File: config.mk
export PLATFORM = sky130hd
export DESIGN_NAME = histogram_quantile_engine
export DESIGN_NICKNAME = d
export VERILOG_FILES = /design/src/hw/rtl/hqe_pkg.sv /design/src/hw/rtl/hqe_bin_store.sv /design/src/hw/rtl/hqe_divider.sv /design/src/hw/rtl/histogram_quantile_engine.sv
export SDC_FILE = /design/constraint.sdc
export NUM_CORES = 2
export LEC_CHECK = 0
export BUFFER_PORTS_ARGS = -buffer_cell sky130_fd_sc_hd__buf_4
export CORE_AREA = 2 2 471 473
export DETAILED_ROUTE_END_ITERATION = 16
export DIE_AREA = 0 0 473 475
export HOLD_SLACK_MARGIN = 0.02
export PLACE_DENSITY = 0.48
export SLEW_MARGIN = 15
export SYNTH_ARGS = -nofsm -noshare
export SYNTH_HDL_FRONTEND = slang
export SYNTH_SLANG_ARGS = --single-unit
File: constraint.sdc
create_clock -name aclk -period 7.5 [get_ports aclk]
set_input_delay 0 -clock aclk [delete_from_list [all_inputs] [get_ports aclk]]
set_output_delay 0 -clock aclk [all_outputs]
set_load 0.02 [all_outputs]
File: src/hw/rtl/hqe_pkg.sv
package hqe_pkg;

    // Field widths
    localparam int SAMPLE_W   = 17;
    localparam int FRAC_W     = 16;
    localparam int QUANT_W    = 17;
    localparam int THR_W      = 17;
    localparam int THR_IDX_W  = 3;
    localparam int THR_CNT_W  = 3;
    localparam int S_TDATA_W  = 24;
    localparam int M_TDATA_W  = 24;
    localparam int M_TUSER_W  = 4;
    localparam int CFG_IDX_W  = 3;
    localparam int CFG_DATA_W = 17;

    // Q1.16 one, and the number of threshold registers
    localparam logic [THR_W-1:0]     ONE_Q16 = 17'd65536;
    localparam int                   NUM_THR = 5;
    localparam logic [THR_CNT_W-1:0] THR_MAX = 3'd5;

    // Register reset values
    localparam logic [THR_CNT_W-1:0] THR_COUNT_RESET = 3'd5;
    localparam logic [THR_W-1:0]     THR_RESET [NUM_THR] = '{
        17'd6554, 17'd19661, 17'd32768, 17'd45875, 17'd58982
    };

    // Configuration register indexes
    typedef enum logic [CFG_IDX_W-1:0] {
        REG_THR_COUNT = 3'd0,
        REG_THR_A     = 3'd1,
        REG_THR_B     = 3'd2,
        REG_THR_C     = 3'd3,
        REG_THR_D     = 3'd4,
        REG_THR_E     = 3'd5
    } cfg_reg_t;

    // Sequencer states
    typedef enum logic [3:0] {
        ST_IDLE,
        ST_INC,
        ST_MUL,
        ST_NEED,
        ST_SCAN,
        ST_FRAC,
        ST_DIV1,
        ST_SCALE,
        ST_EMIT
    } state_t;

    // Bin store control
    typedef struct packed {
        logic rd_en;
        logic wr_en;
        logic clr;
    } bin_ctl_t;

endpackage

File: src/hw/rtl/hqe_bin_store.sv
module hqe_bin_store
    import hqe_pkg::*;
#(
    parameter int BIN_COUNT   = 16,
    parameter int COUNT_WIDTH = 32,
    localparam int BW         = $clog2(BIN_COUNT)
) (
    input  logic                   clk,
    input  logic                   rst_n,
    input  bin_ctl_t               ctl,
    input  logic [BW-1:0]          rd_addr,
    input  logic [BW-1:0]          wr_addr,
    input  logic [COUNT_WIDTH-1:0] wr_data,
    output logic [COUNT_WIDTH-1:0] rd_data
);

    logic [COUNT_WIDTH-1:0] bin_mem [BIN_COUNT];
    logic [COUNT_WIDTH-1:0] rd_data_reg;
    logic [BIN_COUNT-1:0]   vld_reg;
    logic                   rd_vld_reg;

    // Counter storage, registered read
    always_ff @(posedge clk) begin
        if (ctl.wr_en) begin
            bin_mem[wr_addr] <= wr_data;
        end
        if (ctl.rd_en) begin
            rd_data_reg <= bin_mem[rd_addr];
        end
    end

    // Per-bin valid bits; a bin not written since the last clear reads as zero
    always_ff @(posedge clk) begin
        if (!rst_n) begin
            vld_reg    <= '0;
            rd_vld_reg <= 1'b0;
        end else begin
            if (ctl.clr) begin
                vld_reg <= '0;
            end else if (ctl.wr_en) begin
                vld_reg[wr_addr] <= 1'b1;
            end
            if (ctl.rd_en) begin
                rd_vld_reg <= vld_reg[rd_addr];
            end
        end
    end

    assign rd_data = rd_vld_reg ? rd_data_reg : '0;

endmodule

File: src/hw/rtl/hqe_divider.sv
module hqe_divider #(
    parameter int DW   = 49,
    parameter int QW   = 17,
    localparam int VW   = DW - QW + 1,
    localparam int CNTW = $clog2(QW)
) (
    input  logic          clk,
    input  logic          rst_n,
    input  logic          start,
    input  logic [DW-1:0] dividend,
    input  logic [VW-1:0] divisor,
    output logic          busy,
    output logic          done,
    output logic [QW-1:0] quotient
);

    logic [DW-1:0]   rem_reg, rem_next;
    logic [DW-1:0]   dsh_reg, dsh_next;
    logic [QW-1:0]   q_reg, q_next;
    logic [CNTW-1:0] cnt_reg, cnt_next;
    logic            busy_reg, busy_next;
    logic            done_reg, done_next;
    logic            ge;

    // One restoring step per cycle, quotient bits from the top down
    always_comb begin
        ge        = (rem_reg >= dsh_reg);
        rem_next  = rem_reg;
        dsh_next  = dsh_reg;
        q_next    = q_reg;
        cnt_next  = cnt_reg;
        busy_next = busy_reg;
        done_next = 1'b0;
        if (start) begin
            rem_next  = dividend;
            dsh_next  = {divisor, {(QW-1){1'b0}}};
            q_next    = '0;
            cnt_next  = CNTW'(QW - 1);
            busy_next = 1'b1;
        end else if (busy_reg) begin
            if (ge) begin
                rem_next = rem_reg - dsh_reg;
            end
            q_next   = {q_reg[QW-2:0], ge};
            dsh_next = dsh_reg >> 1;
            if (cnt_reg == '0) begin
                busy_next = 1'b0;
                done_next = 1'b1;
            end else begin
                cnt_next = cnt_reg - 1'b1;
            end
        end
    end

    always_ff @(posedge clk) begin
        rem_reg <= rem_next;
        dsh_reg <= dsh_next;
        q_reg   <= q_next;
        cnt_reg <= cnt_next;
    end

    always_ff @(posedge clk) begin
        if (!rst_n) begin
            busy_reg <= 1'b0;
            done_reg <= 1'b0;
        end else begin
            busy_reg <= busy_next;
            done_reg <= done_next;
        end
    end

    assign busy     = busy_reg;
    assign done     = done_reg;
    assign quotient = q_reg;

endmodule

File: src/hw/rtl/histogram_quantile_engine.sv
// Histogram quantile engine.
// Input channel (s_*): one sample per item in Q1.16; s_tlast marks the last sample of a set.
// Each sample is binned into one of BIN_COUNT saturating counters; the sample count saturates.
// A plain sample goes through accept and bin read, then a read-modify-write of the counter
// through the separate read and write ports of the bin memory.
// On the last sample of a set the engine emits one item per configured threshold on the
// result channel (m_*), then clears the histogram. Per threshold the steps are: multiply,
// target count, a scan of the bins up to the chosen bin (at most BIN_COUNT), setup, the
// shared 17-step divider (skipped for an empty bin), scale down by BIN_COUNT and load of
// the output register. s_tready is low during this work.
// The result sits in an output register; a stalled receiver holds the sequencer only when the
// next result is ready, and after the last result the engine takes samples again right away.
// Config channel (cfg_*): always ready; write only while the engine is idle.
// Reset (aresetn, synchronous, active low) clears the histogram valid bits, the sample count,
// the output valid and loads the threshold registers with their defaults.
module histogram_quantile_engine
    import hqe_pkg::*;
#(
    parameter int BIN_COUNT   = 16,
    parameter int COUNT_WIDTH = 32
) (
    input  logic                  aclk,
    input  logic                  aresetn,
    // Samples
    input  logic                  s_tvalid,
    output logic                  s_tready,
    input  logic [S_TDATA_W-1:0]  s_tdata,   // [16:0] sample
    input  logic                  s_tlast,   // set_end
    // Results
    output logic                  m_tvalid,
    input  logic                  m_tready,
    output logic [M_TDATA_W-1:0]  m_tdata,   // [16:0] quantile
    output logic [M_TUSER_W-1:0]  m_tuser,   // [2:0] threshold_index, [3] empty_flag
    output logic                  m_tlast,   // last
    // Configuration writes
    input  logic                  cfg_valid,
    output logic                  cfg_ready,
    input  logic [CFG_IDX_W-1:0]  cfg_index,
    input  logic [CFG_DATA_W-1:0] cfg_data
);

    localparam int CW     = COUNT_WIDTH;
    localparam int BW     = $clog2(BIN_COUNT);
    localparam int AW     = CW + FRAC_W + 1;
    localparam int PROD_W = SAMPLE_W + $clog2(BIN_COUNT + 1);
    localparam int HI_W   = PROD_W - FRAC_W;
    localparam logic [CW-1:0] CNT_MAX = '1;
    localparam logic [BW-1:0] TOP_BIN = BW'(BIN_COUNT - 1);
    // Scale-down by BIN_COUNT: multiply by the rounded-up reciprocal, exact below 2^SCL_W
    localparam int SCL_W  = FRAC_W + BW + 1;
    localparam int RCP_SH = SCL_W + BW;
    localparam int RCP_W  = SCL_W + 1;
    localparam longint unsigned RCP_L =
        ((64'd1 << RCP_SH) + 64'(BIN_COUNT) - 64'd1) / 64'(BIN_COUNT);
    localparam logic [RCP_W-1:0] RCP = RCP_W'(RCP_L);

    // Configuration registers
    logic [THR_CNT_W-1:0] thr_count_reg;
    logic [THR_W-1:0]     thr_reg [NUM_THR];

    // Sequencer and datapath registers
    state_t               state_reg, state_next;
    logic [CW-1:0]        total_reg, total_next;
    logic [BW-1:0]        bin_addr_reg, bin_addr_next;
    logic                 set_end_reg, set_end_next;
    logic [THR_IDX_W-1:0] k_reg, k_next;
    logic [AW-1:0]        amount_reg, amount_next;
    logic [CW:0]          need_reg, need_next;
    logic [CW-1:0]        cum_reg, cum_next;
    logic [BW-1:0]        idx_reg, idx_next;
    logic [BW-1:0]        spot_reg, spot_next;
    logic [CW-1:0]        slope_reg, slope_next;
    logic                 empty_reg, empty_next;
    logic [SCL_W-1:0]     scl_reg, scl_next;
    logic [QUANT_W-1:0]   res_reg, res_next;

    // Output register
    logic                 m_valid_reg, m_valid_next;
    logic [QUANT_W-1:0]   m_quant_reg, m_quant_next;
    logic [THR_IDX_W-1:0] m_idx_reg, m_idx_next;
    logic                 m_empty_reg, m_empty_next;
    logic                 m_last_reg, m_last_next;

    // Internal wires
    bin_ctl_t             bin_ctl;
    logic [BW-1:0]        bin_rd_addr;
    logic [CW-1:0]        bin_wr_data;
    logic [CW-1:0]        bin_rd_data;
    logic [PROD_W-1:0]    sample_prod;
    logic [HI_W-1:0]      sample_hi;
    logic [BW-1:0]        sample_bin;
    logic [THR_CNT_W-1:0] thr_used;
    logic [THR_W-1:0]     t_sel;
    logic [CW:0]          curr;
    logic                 hit;
    logic [AW-1:0]        base;
    logic [AW-1:0]        num;
    logic                 div_start;
    logic [AW-1:0]        div_dividend;
    logic [CW:0]          div_divisor;
    logic                 div_busy;
    logic                 div_done;
    logic [QUANT_W-1:0]   div_quot;
    logic [QUANT_W-1:0]   frac;
    logic [2*SCL_W:0]     scl_prod;
    logic                 out_free;
    logic                 res_last;

    hqe_bin_store #(
        .BIN_COUNT   (BIN_COUNT),
        .COUNT_WIDTH (CW)
    ) u_bins (
        .clk     (aclk),
        .rst_n   (aresetn),
        .ctl     (bin_ctl),
        .rd_addr (bin_rd_addr),
        .wr_addr (bin_addr_reg),
        .wr_data (bin_wr_data),
        .rd_data (bin_rd_data)
    );

    hqe_divider #(
        .DW (AW),
        .QW (QUANT_W)
    ) u_div (
        .clk      (aclk),
        .rst_n    (aresetn),
        .start    (div_start),
        .dividend (div_dividend),
        .divisor  (div_divisor),
        .busy     (div_busy),
        .done     (div_done),
        .quotient (div_quot)
    );

    // Config writes
    assign cfg_ready = 1'b1;

    always_ff @(posedge aclk) begin
        if (!aresetn) begin
            thr_count_reg <= THR_COUNT_RESET;
            thr_reg       <= THR_RESET;
        end else if (cfg_valid) begin
            unique case (cfg_reg_t'(cfg_index))
                REG_THR_COUNT: thr_count_reg <= cfg_data[THR_CNT_W-1:0];
                REG_THR_A:     thr_reg[0]    <= cfg_data[THR_W-1:0];
                REG_THR_B:     thr_reg[1]    <= cfg_data[THR_W-1:0];
                REG_THR_C:     thr_reg[2]    <= cfg_data[THR_W-1:0];
                REG_THR_D:     thr_reg[3]    <= cfg_data[THR_W-1:0];
                REG_THR_E:     thr_reg[4]    <= cfg_data[THR_W-1:0];
                default: ;
            endcase
        end
    end

    // Bin of the incoming sample; 1.0 and above fold into the top bin
    assign sample_prod = PROD_W'(s_tdata[SAMPLE_W-1:0]) * PROD_W'(BIN_COUNT);
    assign sample_hi   = sample_prod[PROD_W-1:FRAC_W];
    assign sample_bin  = (sample_hi >= HI_W'(BIN_COUNT)) ? TOP_BIN : sample_hi[BW-1:0];

    // Thresholds in use and the current fraction, clamped to 1.0
    assign thr_used = (thr_count_reg > THR_MAX) ? THR_MAX : thr_count_reg;
    assign t_sel    = (thr_reg[k_reg] > ONE_Q16) ? ONE_Q16 : thr_reg[k_reg];
    assign res_last = (THR_IDX_W'(k_reg + 1'b1) == thr_used);

    // Scan step: cumulative count through the current bin
    assign curr = (CW+1)'(cum_reg) + (CW+1)'(bin_rd_data);
    assign hit  = (curr >= need_reg) || (idx_reg == TOP_BIN);

    // Amount above the cumulative count before the chosen bin
    assign base = {1'b0, cum_reg, {FRAC_W{1'b0}}};
    assign num  = (amount_reg > base) ? (amount_reg - base) : '0;
    assign frac = (div_quot > ONE_Q16) ? ONE_Q16 : div_quot;

    // Bin position plus fraction, divided by the bin count
    assign scl_prod = (2*SCL_W+1)'(scl_reg) * (2*SCL_W+1)'(RCP);

    assign bin_wr_data = (bin_rd_data == CNT_MAX) ? CNT_MAX : bin_rd_data + 1'b1;
    assign out_free    = !m_valid_reg || m_tready;

    // Sequencer
    always_comb begin
        state_next    = state_reg;
        total_next    = total_reg;
        bin_addr_next = bin_addr_reg;
        set_end_next  = set_end_reg;
        k_next        = k_reg;
        amount_next   = amount_reg;
        need_next     = need_reg;
        cum_next      = cum_reg;
        idx_next      = idx_reg;
        spot_next     = spot_reg;
        slope_next    = slope_reg;
        empty_next    = empty_reg;
        scl_next      = scl_reg;
        res_next      = res_reg;
        m_valid_next  = m_valid_reg && !m_tready;
        m_quant_next  = m_quant_reg;
        m_idx_next    = m_idx_reg;
        m_empty_next  = m_empty_reg;
        m_last_next   = m_last_reg;
        bin_ctl       = '0;
        bin_rd_addr   = sample_bin;
        div_start     = 1'b0;
        div_dividend  = num;
        div_divisor   = (CW+1)'(slope_reg);
        s_tready      = 1'b0;

        unique case (state_reg)
            ST_IDLE: begin
                s_tready = 1'b1;
                if (s_tvalid) begin
                    bin_ctl.rd_en = 1'b1;
                    bin_addr_next = sample_bin;
                    set_end_next  = s_tlast;
                    state_next    = ST_INC;
                end
            end
            ST_INC: begin
                bin_ctl.wr_en = 1'b1;
                total_next    = (total_reg == CNT_MAX) ? CNT_MAX : total_reg + 1'b1;
                k_next        = '0;
                if (!set_end_reg) begin
                    state_next = ST_IDLE;
                end else if (thr_used == '0) begin
                    // no thresholds: the set still ends
                    total_next  = '0;
                    state_next  = ST_IDLE;
                end else begin
                    state_next = ST_MUL;
                end
            end
            ST_MUL: begin
                amount_next = AW'(total_reg) * AW'(t_sel);
                state_next  = ST_NEED;
            end
            ST_NEED: begin
                // target count, rounded up
                need_next = amount_reg[AW-1:FRAC_W] + (CW+1)'(|amount_reg[FRAC_W-1:0]);
                cum_next  = '0;
                idx_next  = '0;
                bin_ctl.rd_en = 1'b1;
                bin_rd_addr   = '0;
                state_next    = ST_SCAN;
            end
            ST_SCAN: begin
                if (hit) begin
                    spot_next  = idx_reg;
                    slope_next = bin_rd_data;
                    state_next = ST_FRAC;
                end else begin
                    cum_next      = curr[CW-1:0];
                    idx_next      = idx_reg + 1'b1;
                    bin_ctl.rd_en = 1'b1;
                    bin_rd_addr   = idx_reg + 1'b1;
                end
            end
            ST_FRAC: begin
                if (slope_reg == '0) begin
                    // empty bin: fraction is zero, go straight to the scale-down
                    empty_next = 1'b1;
                    scl_next   = SCL_W'({spot_reg, {FRAC_W{1'b0}}});
                    state_next = ST_SCALE;
                end else begin
                    empty_next = 1'b0;
                    div_start  = 1'b1;
                    state_next = ST_DIV1;
                end
            end
            ST_DIV1: begin
                if (div_done) begin
                    scl_next   = SCL_W'({spot_reg, {FRAC_W{1'b0}}}) + SCL_W'(frac);
                    state_next = ST_SCALE;
                end
            end
            ST_SCALE: begin
                res_next   = scl_prod[RCP_SH +: QUANT_W];
                state_next = ST_EMIT;
            end
            ST_EMIT: begin
                if (out_free) begin
                    m_valid_next = 1'b1;
                    m_quant_next = res_reg;
                    m_idx_next   = k_reg;
                    m_empty_next = empty_reg;
                    m_last_next  = res_last;
                    if (res_last) begin
                        bin_ctl.clr = 1'b1;
                        total_next  = '0;
                        state_next  = ST_IDLE;
                    end else begin
                        k_next     = k_reg + 1'b1;
                        state_next = ST_MUL;
                    end
                end
            end
            default: state_next = ST_IDLE;
        endcase

        // histogram also clears when a set ends with no thresholds
        if (state_reg == ST_INC && set_end_reg && thr_used == '0) begin
            bin_ctl.clr   = 1'b1;
            bin_ctl.wr_en = 1'b0;
        end
    end

    // Control registers
    always_ff @(posedge aclk) begin
        if (!aresetn) begin
            state_reg   <= ST_IDLE;
            total_reg   <= '0;
            m_valid_reg <= 1'b0;
        end else begin
            state_reg   <= state_next;
            total_reg   <= total_next;
            m_valid_reg <= m_valid_next;
        end
    end

    // Datapath registers
    always_ff @(posedge aclk) begin
        bin_addr_reg <= bin_addr_next;
        set_end_reg  <= set_end_next;
        k_reg        <= k_next;
        amount_reg   <= amount_next;
        need_reg     <= need_next;
        cum_reg      <= cum_next;
        idx_reg      <= idx_next;
        spot_reg     <= spot_next;
        slope_reg    <= slope_next;
        empty_reg    <= empty_next;
        scl_reg      <= scl_next;
        res_reg      <= res_next;
        m_quant_reg  <= m_quant_next;
        m_idx_reg    <= m_idx_next;
        m_empty_reg  <= m_empty_next;
        m_last_reg   <= m_last_next;
    end

    assign m_tvalid = m_valid_reg;
    assign m_tdata  = M_TDATA_W'(m_quant_reg);
    assign m_tuser  = {m_empty_reg, m_idx_reg};
    assign m_tlast  = m_last_reg;

`ifndef SYNTH
    // divider is never restarted mid-division
    a_div_start_free: assert property (@(posedge aclk) disable iff (!aresetn)
        div_start |-> !div_busy)
        else $error("divider started while busy");

    // after the last result of a set the count is cleared and samples are taken again
    a_clear_after_last: assert property (@(posedge aclk) disable iff (!aresetn)
        (state_reg == ST_EMIT && out_free && res_last)
            |=> (total_reg == '0 && state_reg == ST_IDLE))
        else $error("histogram not cleared after last result");

    // a loaded result belongs to a threshold in use
    a_idx_in_range: assert property (@(posedge aclk) disable iff (!aresetn)
        (state_reg == ST_EMIT && out_free) |-> (k_reg < thr_used))
        else $error("threshold index out of range");
`endif

endmodule

Word level (Yosys, flattened, before mapping)
Memories as Yosys holds them, arrays and structs flattened. A register that Yosys moved wholly into a read port is not among the register bits.
Cells that the tools add are included.

word-level totals
  memories kept = 1
  bits in writable memories = 512
  register bits = 486

memories
  memory          words  bits a word  read ports  clocked after Yosys merged registers in  write ports  RTL line             source
  u_bins.bin_mem  16     32           1           1                                        1            hqe_bin_store.sv:17  logic [COUNT_WIDTH-1:0] bin_mem [BIN_COUNT];

cells by class
  multipliers = 1
  bitwise operators = 5
  eq/ne operators = 25
  reduce and logical (&&, ||, !) cells = 37
  order comparisons = 11
  add/subtract/negate cells = 10
  multiplexer cells = 66

operators with widths
  kind                     count
  $mux W32                 8
  $mux W49                 4
  $pmux W32 S2             2
  $sub A49 B48 Y49         2
  $mux W48                 2
  $mux W17                 4
  $add A32 B1 Y32 const B  2
  $eq A32 B32 Y1 const B   2
  $bmux W17 S3             1
  $ge A49 B48 Y1           1
  $gt A49 B48 Y1           1
  $mul A32 B17 Y49         1
  $mux W21                 2
  $pmux W21 S2             1
  $pmux W4 S9              1
  $gt A17 B17 Y1 const B   2
  $add A32 B32 Y33         1
  $add A33 B1 Y33          1
  $ge A33 B33 Y1           1
  $logic_not A32 Y1        1
  $mux W4                  8
  $reduce_and A2 Y1        12
  $add A20 B17 Y21         1
  $mux W1                  21
  40 further kinds         73

Logic depth before layout (Yosys ltp)
  word-level depth = 9
  gate-level depth with buffers = 34
  depth with buffers taken out = 30

By module
A second synthesis with hierarchy kept.

unflattened totals
  cell total of the unflattened synthesis = 5771
  area, all modules = 65401.5 um^2

modules (own cells, without submodules)
  module                     instances  seq. area each (um^2)  area each (um^2)  cells each
  histogram_quantile_engine  1          9078.7                 36341.1           4016
  hqe_bin_store              1          16676.0                21132.8           853
  hqe_divider                1          3263.1                 7927.6            902

Worst setup path after synthesis
OpenSTA, ideal clock, no wires.

  path kind = register to register
  from = register k_reg[0]
  to = register amount_reg[46] (data pin)
  required time = 7242 ps
  arrival time = 7995 ps
  setup time = 258 ps
  stages on the path, launching flop included = 32
  slack = -753 ps
  cells stage by stage = edfxtp_1 > buf_2 > mux4_2 > nor4_1 > a41o_1 > a41oi_2 > nor2_1 > clkbuf_1 > nand2_1 > fa_1 > inv_1 > fa_1 > inv_1 > fa_1 > inv_1 > fa_1 > fa_1 > inv_1 > fa_1 > inv_1 > ha_1 > and4_1 > nand2_1 > nor3b_1 > o31ai_1 > a21oi_1 > o21a_1 > o21a_1 > o21a_1 > a311o_1 > a21oi_1 > xnor2_1

between the ends
  cells in the longest elaborated chain, start to end = 7

RTL lines
  element                                          RTL line                          source
  start, declared                                  histogram_quantile_engine.sv:66   logic [THR_IDX_W-1:0] k_reg, k_next;
  start signal, assigned                           histogram_quantile_engine.sv:324  k_reg <= k_next;
  $not A3 Y4 (not written as such) (*)             histogram_quantile_engine.sv:163  assign t_sel = (thr_reg[k_reg] > ONE_Q16) ? ONE_Q16 : thr_reg[k_reg];
  $bmux W17 S3 (*)                                 histogram_quantile_engine.sv:163
  $mux W17 (not written as such) (*) (2 in a row)  histogram_quantile_engine.sv:163
  $gt A17 B17 Y1                                   histogram_quantile_engine.sv:163
  $mux W17 (*)                                     histogram_quantile_engine.sv:163
  $mul A32 B17 Y49 (*)                             histogram_quantile_engine.sv:234  amount_next = AW'(total_reg) * AW'(t_sel);
  end signal, assigned                             histogram_quantile_engine.sv:325  amount_reg <= amount_next;
  end, declared                                    histogram_quantile_engine.sv:67   logic [AW-1:0] amount_reg, amount_next;

Mark *: on every way between the ends. The rest lies on a longest branch, timed or not. The select of a mux whose other input is x is not followed.
A chain may end at the register's enable or synchronous reset.

Final worst setup path
Ends and elaborated chain as after synthesis.

==> results by group <==
Logic synthesis
  • Average size of a mapped cell: 10.3 µm²
  • Distinct cells, synth: 84
  • Most numerous cell in the Yosys netlist: nand2_1
  • FF+latch count, synth: 1,026
  • Post-synth ARST share: 0%
  • Top-area cell type share of the netlist area: 38.7%
  • Biggest area consumer among synthesized cells: edfxtp_1
  • Synthesized area: 65,400 µm²
  • Seq/Total Area, Yosys: 44.3%
  • Top post-synthesis cells by count: nand2_1 (1,001), edfxtp_1 (844), inv_1 (708)
  • Post-synth EDFFs: 844
  • Top cells by area, synth: edfxtp_1 (39%), fa_1 (14%), nand2_1 (5.7%)
  • Synthesized instance count: 6,352
  • Synth Warn #: 0
  • Ys flop type: edfxtp_1

Clock tree
  • Sink Count: 1,026
  • TritonCTS clock tree: yes
  • TritonCTS buffer count: 118
  • Max Root-Sink Buffers: 3
  • Clk_lat worst skew: 0.77 ns
  • CTS root buf: clkbuf_16
  • H-tree depth: 3
  • Clk slew on worst S/H paths: 0.06 ns

Pwr
  • Net Switching: 3.50 mW
  • Switching share of power: 25.5%
  • Leak pwr: 31.8 nW
  • Flop pwr share: 46.3%
  • Clk pwr share: 42.0%
  • Combinational power share: 11.6%
  • Power Dens Cells: 175 nW/µm²
  • Cell Int Power: 10.2 mW
  • VDD IR max: 0.195 mV

Die
  • Die span in x: 473 µm
  • Die Ht: 475 µm
  • Row count: 172
  • Die area: 225,000 µm²
  • IO Pins: 82
  • CORE AREA: 219,000 µm²
  • Initial core utilization: 29.9%

Setup path
  • Cell depth of the worst flop-to-flop path: 33
  • CP Launch Type: register
  • Worst path most repeated cell: fa_1
  • Arr. time, crit path: 8.79 ns
  • Critical Path RT: 7.99 ns
  • Critical path class: register to register
  • Slowest stage delay, CP: 0.56 ns
  • R2r setup slk: -0.80 ns
  • Crit end category: register
  • CP max FO: 6
  • Reg-to-Reg Start: k_reg[0]$_SDFFCE_PN0P_
  • Crit Reg-Reg Endpoint: amount_reg[46]$_DFFE_PP_
  • CP max stage cell: mux4_2

Drt
  • DRC: 0
  • DRT Pass-1 Iters: 6
  • Vias per inst: 4.83
  • Post-detailed-route count of antenna-violating nets: 0
  • Drt total wl: 193,000 µm
  • Via count: 47,094
  • Drt wl/cell: 19.8 µm
  • Initial DRC count: 3,224

Min path
  • Hold crit path type: input port to register
  • Hold Crit Depth: 4
  • Worst Hold Launch: cfg_data[4]
  • WHS Endpoint: thr_reg[72]$_SDFFE_PN1P_

Global routing
  • Remaining global-route overflow: 0
  • First-pass GRT wire length: 297,000 µm
  • Largest net degree at the start of global routing: 109
  • Initial antenna violation count: 5
  • All-Layer GR Usage: 17.1%
  • Vias in the first global route: 48,358

Run
  • MaxCap Viol Count: 0

Timing
  • Least-Margin Pin Slew: 1.09 ns
  • Fin crit share: 111%
  • Hold slack: 0.0774 ns
  • Slew Limit Headroom: 27.4%
  • Fin. Hold Viols: 0
  • Count of final setup violators: 28
  • Setup Skew: 0.0639 ns
  • Max Clock Freq: 121 MHz
  • Count of final max-slew check failures: 0
  • Final min period: 8.30 ns
  • Worst setup margin: -0.797 ns
  • RSZ-0062 raised after global routing: yes

Finish
  • Share of cells above drive strength 1: 15.0%
  • P&R area growth vs syn: 20.0%
  • Max FFs per register: 512
  • Non-Filler Instances: 9,757
  • Layout net count: 7,557
  • Final instance area: 78,500 µm²

Placed design
  • DP Area: 72,600 µm²
  • GPL Wtd Cong: 0.858
  • Total placed cells including tap cells: 9,424
  • Pre-CTS setup slack: -1.27 ns
  • Port Buffers: 54
  • Detailed placer's ending HPWL: 138,000 µm

Run status
  • Violated checks: setup timing
  • Run status: finished, violations left
[metal layers]
| layer | track usage (%) | vias up | wire [µm] |
|---|---|---|---|
| li1 | - | 22371 | - |
| met1 | 24.1 | 23533 | 90600 |
| met2 | 27.9 | 944 | 89200 |
| met3 | 2.04 | 244 | 8640 |
| met4 | 4.34 | 2 | 4550 |
| met5 | 0 | - | 38 |
[area by class of cell]
type | count | area (µm²)
antenna | 2 | 5.00
clock buffer | 159 | 3180
clock inverter | 67 | 696
fill | 21852 | 141000
inverter | 709 | 2660
multi-input combinational | 4283 | 33600
sequential | 1026 | 29000
tap | 2871 | 3590
timing repair buffer | 640 | 5800
[power by group through the flow]
stage               registers [mW]  logic (mW)  clock network, mW
detailed placement            6.48        1.48                  0
finish                        6.37        1.60               5.78
floorplan                     6.44       0.838                  0
global route                  6.38        1.74               6.13
global placement              6.48        1.47                  0
CTS                           6.37        1.60               5.93
[critical path, delay by kind of cell (launching register included)]
kind	cells	cell delay, ns
multiplexers	1	0.56
buffers and inverters	9	0.90
AO/OA/AOI/OAI	12	2.46
XOR/XNOR	1	0.08
flip-flops	1	0.39
AND/OR/NAND/NOR	3	0.58
adder cells (fa/ha/maj)	7	3.01
[what timing repair did]
| item | 4_1_cts | 5_1_grt |
|---|---|---|
| hold endpoints to repair | 134 | 0 |
| cloned | 4 | 0 |
| endpoints found under the setup margin | 34 | 34 |
| setup buffers | 44 | 16 |
| hold buffers | 50 | 0 |
| gates resized for setup | 190 | 77 |
| pin swaps | 133 | 83 |
[stage by stage]
| step | total power, mW | utilization, % | TNS (ns) |
|---|---|---|---|
| 6_report | 13.7 | 35.8 | -12.66 |
| 4_1_cts | 13.9 | 35.7 | -11.87 |
| 5_1_grt | 14.2 | 35.8 | -20.47 |
| 2_1_floorplan | 7.28 | - | -1.53 |
| 3_5_place_dp | 7.96 | 33.1 | -23.55 |
| 3_3_place_gp | 7.95 | 33.1 | -21.14 |
[cell families after synthesis]
| logic type | after synthesis | synth area share, % |
|---|---|---|
| other | 2 | 0.0115 |
| and+or+nand+nor | 2242 | 15.7 |
| DFF | 1026 | 44.3 |
| muxes | 68 | 1.40 |
| AOI/OAI and AO/OA | 1026 | 10.5 |
| buffers and inverters | 1049 | 6.23 |
| xor gates and xnor gates | 210 | 2.81 |
| adders and majority gates | 729 | 19.1 |
[cells in the final DEF, fill, tap and decap left out, types with 48 or more instances in the layout]
cell           Yosys  final
a211oi_1          84     78
xnor2_1          135    130
nand4_1           49     49
a21oi_1          166    142
inv_1            708    680
xor2_1            75     75
and2_1           301    285
a31oi_1           91     88
fa_1             452    432
dlygate4sd3_1      0     50
buf_4             10    497
buf_12             0     50
dfxtp_1          182    181
nand3_1          174    174
clkbuf_16          0    119
a21o_1           103    102
nor2_1           418    382
o21ai_0          191    179
nor3_1            64     48
ha_1             277    255
edfxtp_1         844    844
nand2_1         1001    980
a21boi_0          84     84
[worst max path at each step]
stage / slack, ns / depth (start not counted) / start / end
finish: -0.80 / 33 / k_reg[0]$_SDFFCE_PN0P_ / amount_reg[46]$_DFFE_PP_
global route: -1.08 / 33 / k_reg[0]$_SDFFCE_PN0P_ / amount_reg[46]$_DFFE_PP_
CTS: -0.74 / 33 / k_reg[0]$_SDFFCE_PN0P_ / amount_reg[47]$_DFFE_PP_
detailed placement: -1.27 / 32 / k_reg[0]$_SDFFCE_PN0P_ / amount_reg[48]$_DFFE_PP_
global placement: -1.12 / 33 / k_reg[0]$_SDFFCE_PN0P_ / amount_reg[46]$_DFFE_PP_
floorplan: -0.27 / 31 / k_reg[0]$_SDFFCE_PN0P_ / amount_reg[46]$_DFFE_PP_
Power figures use the tool's default switching activity.
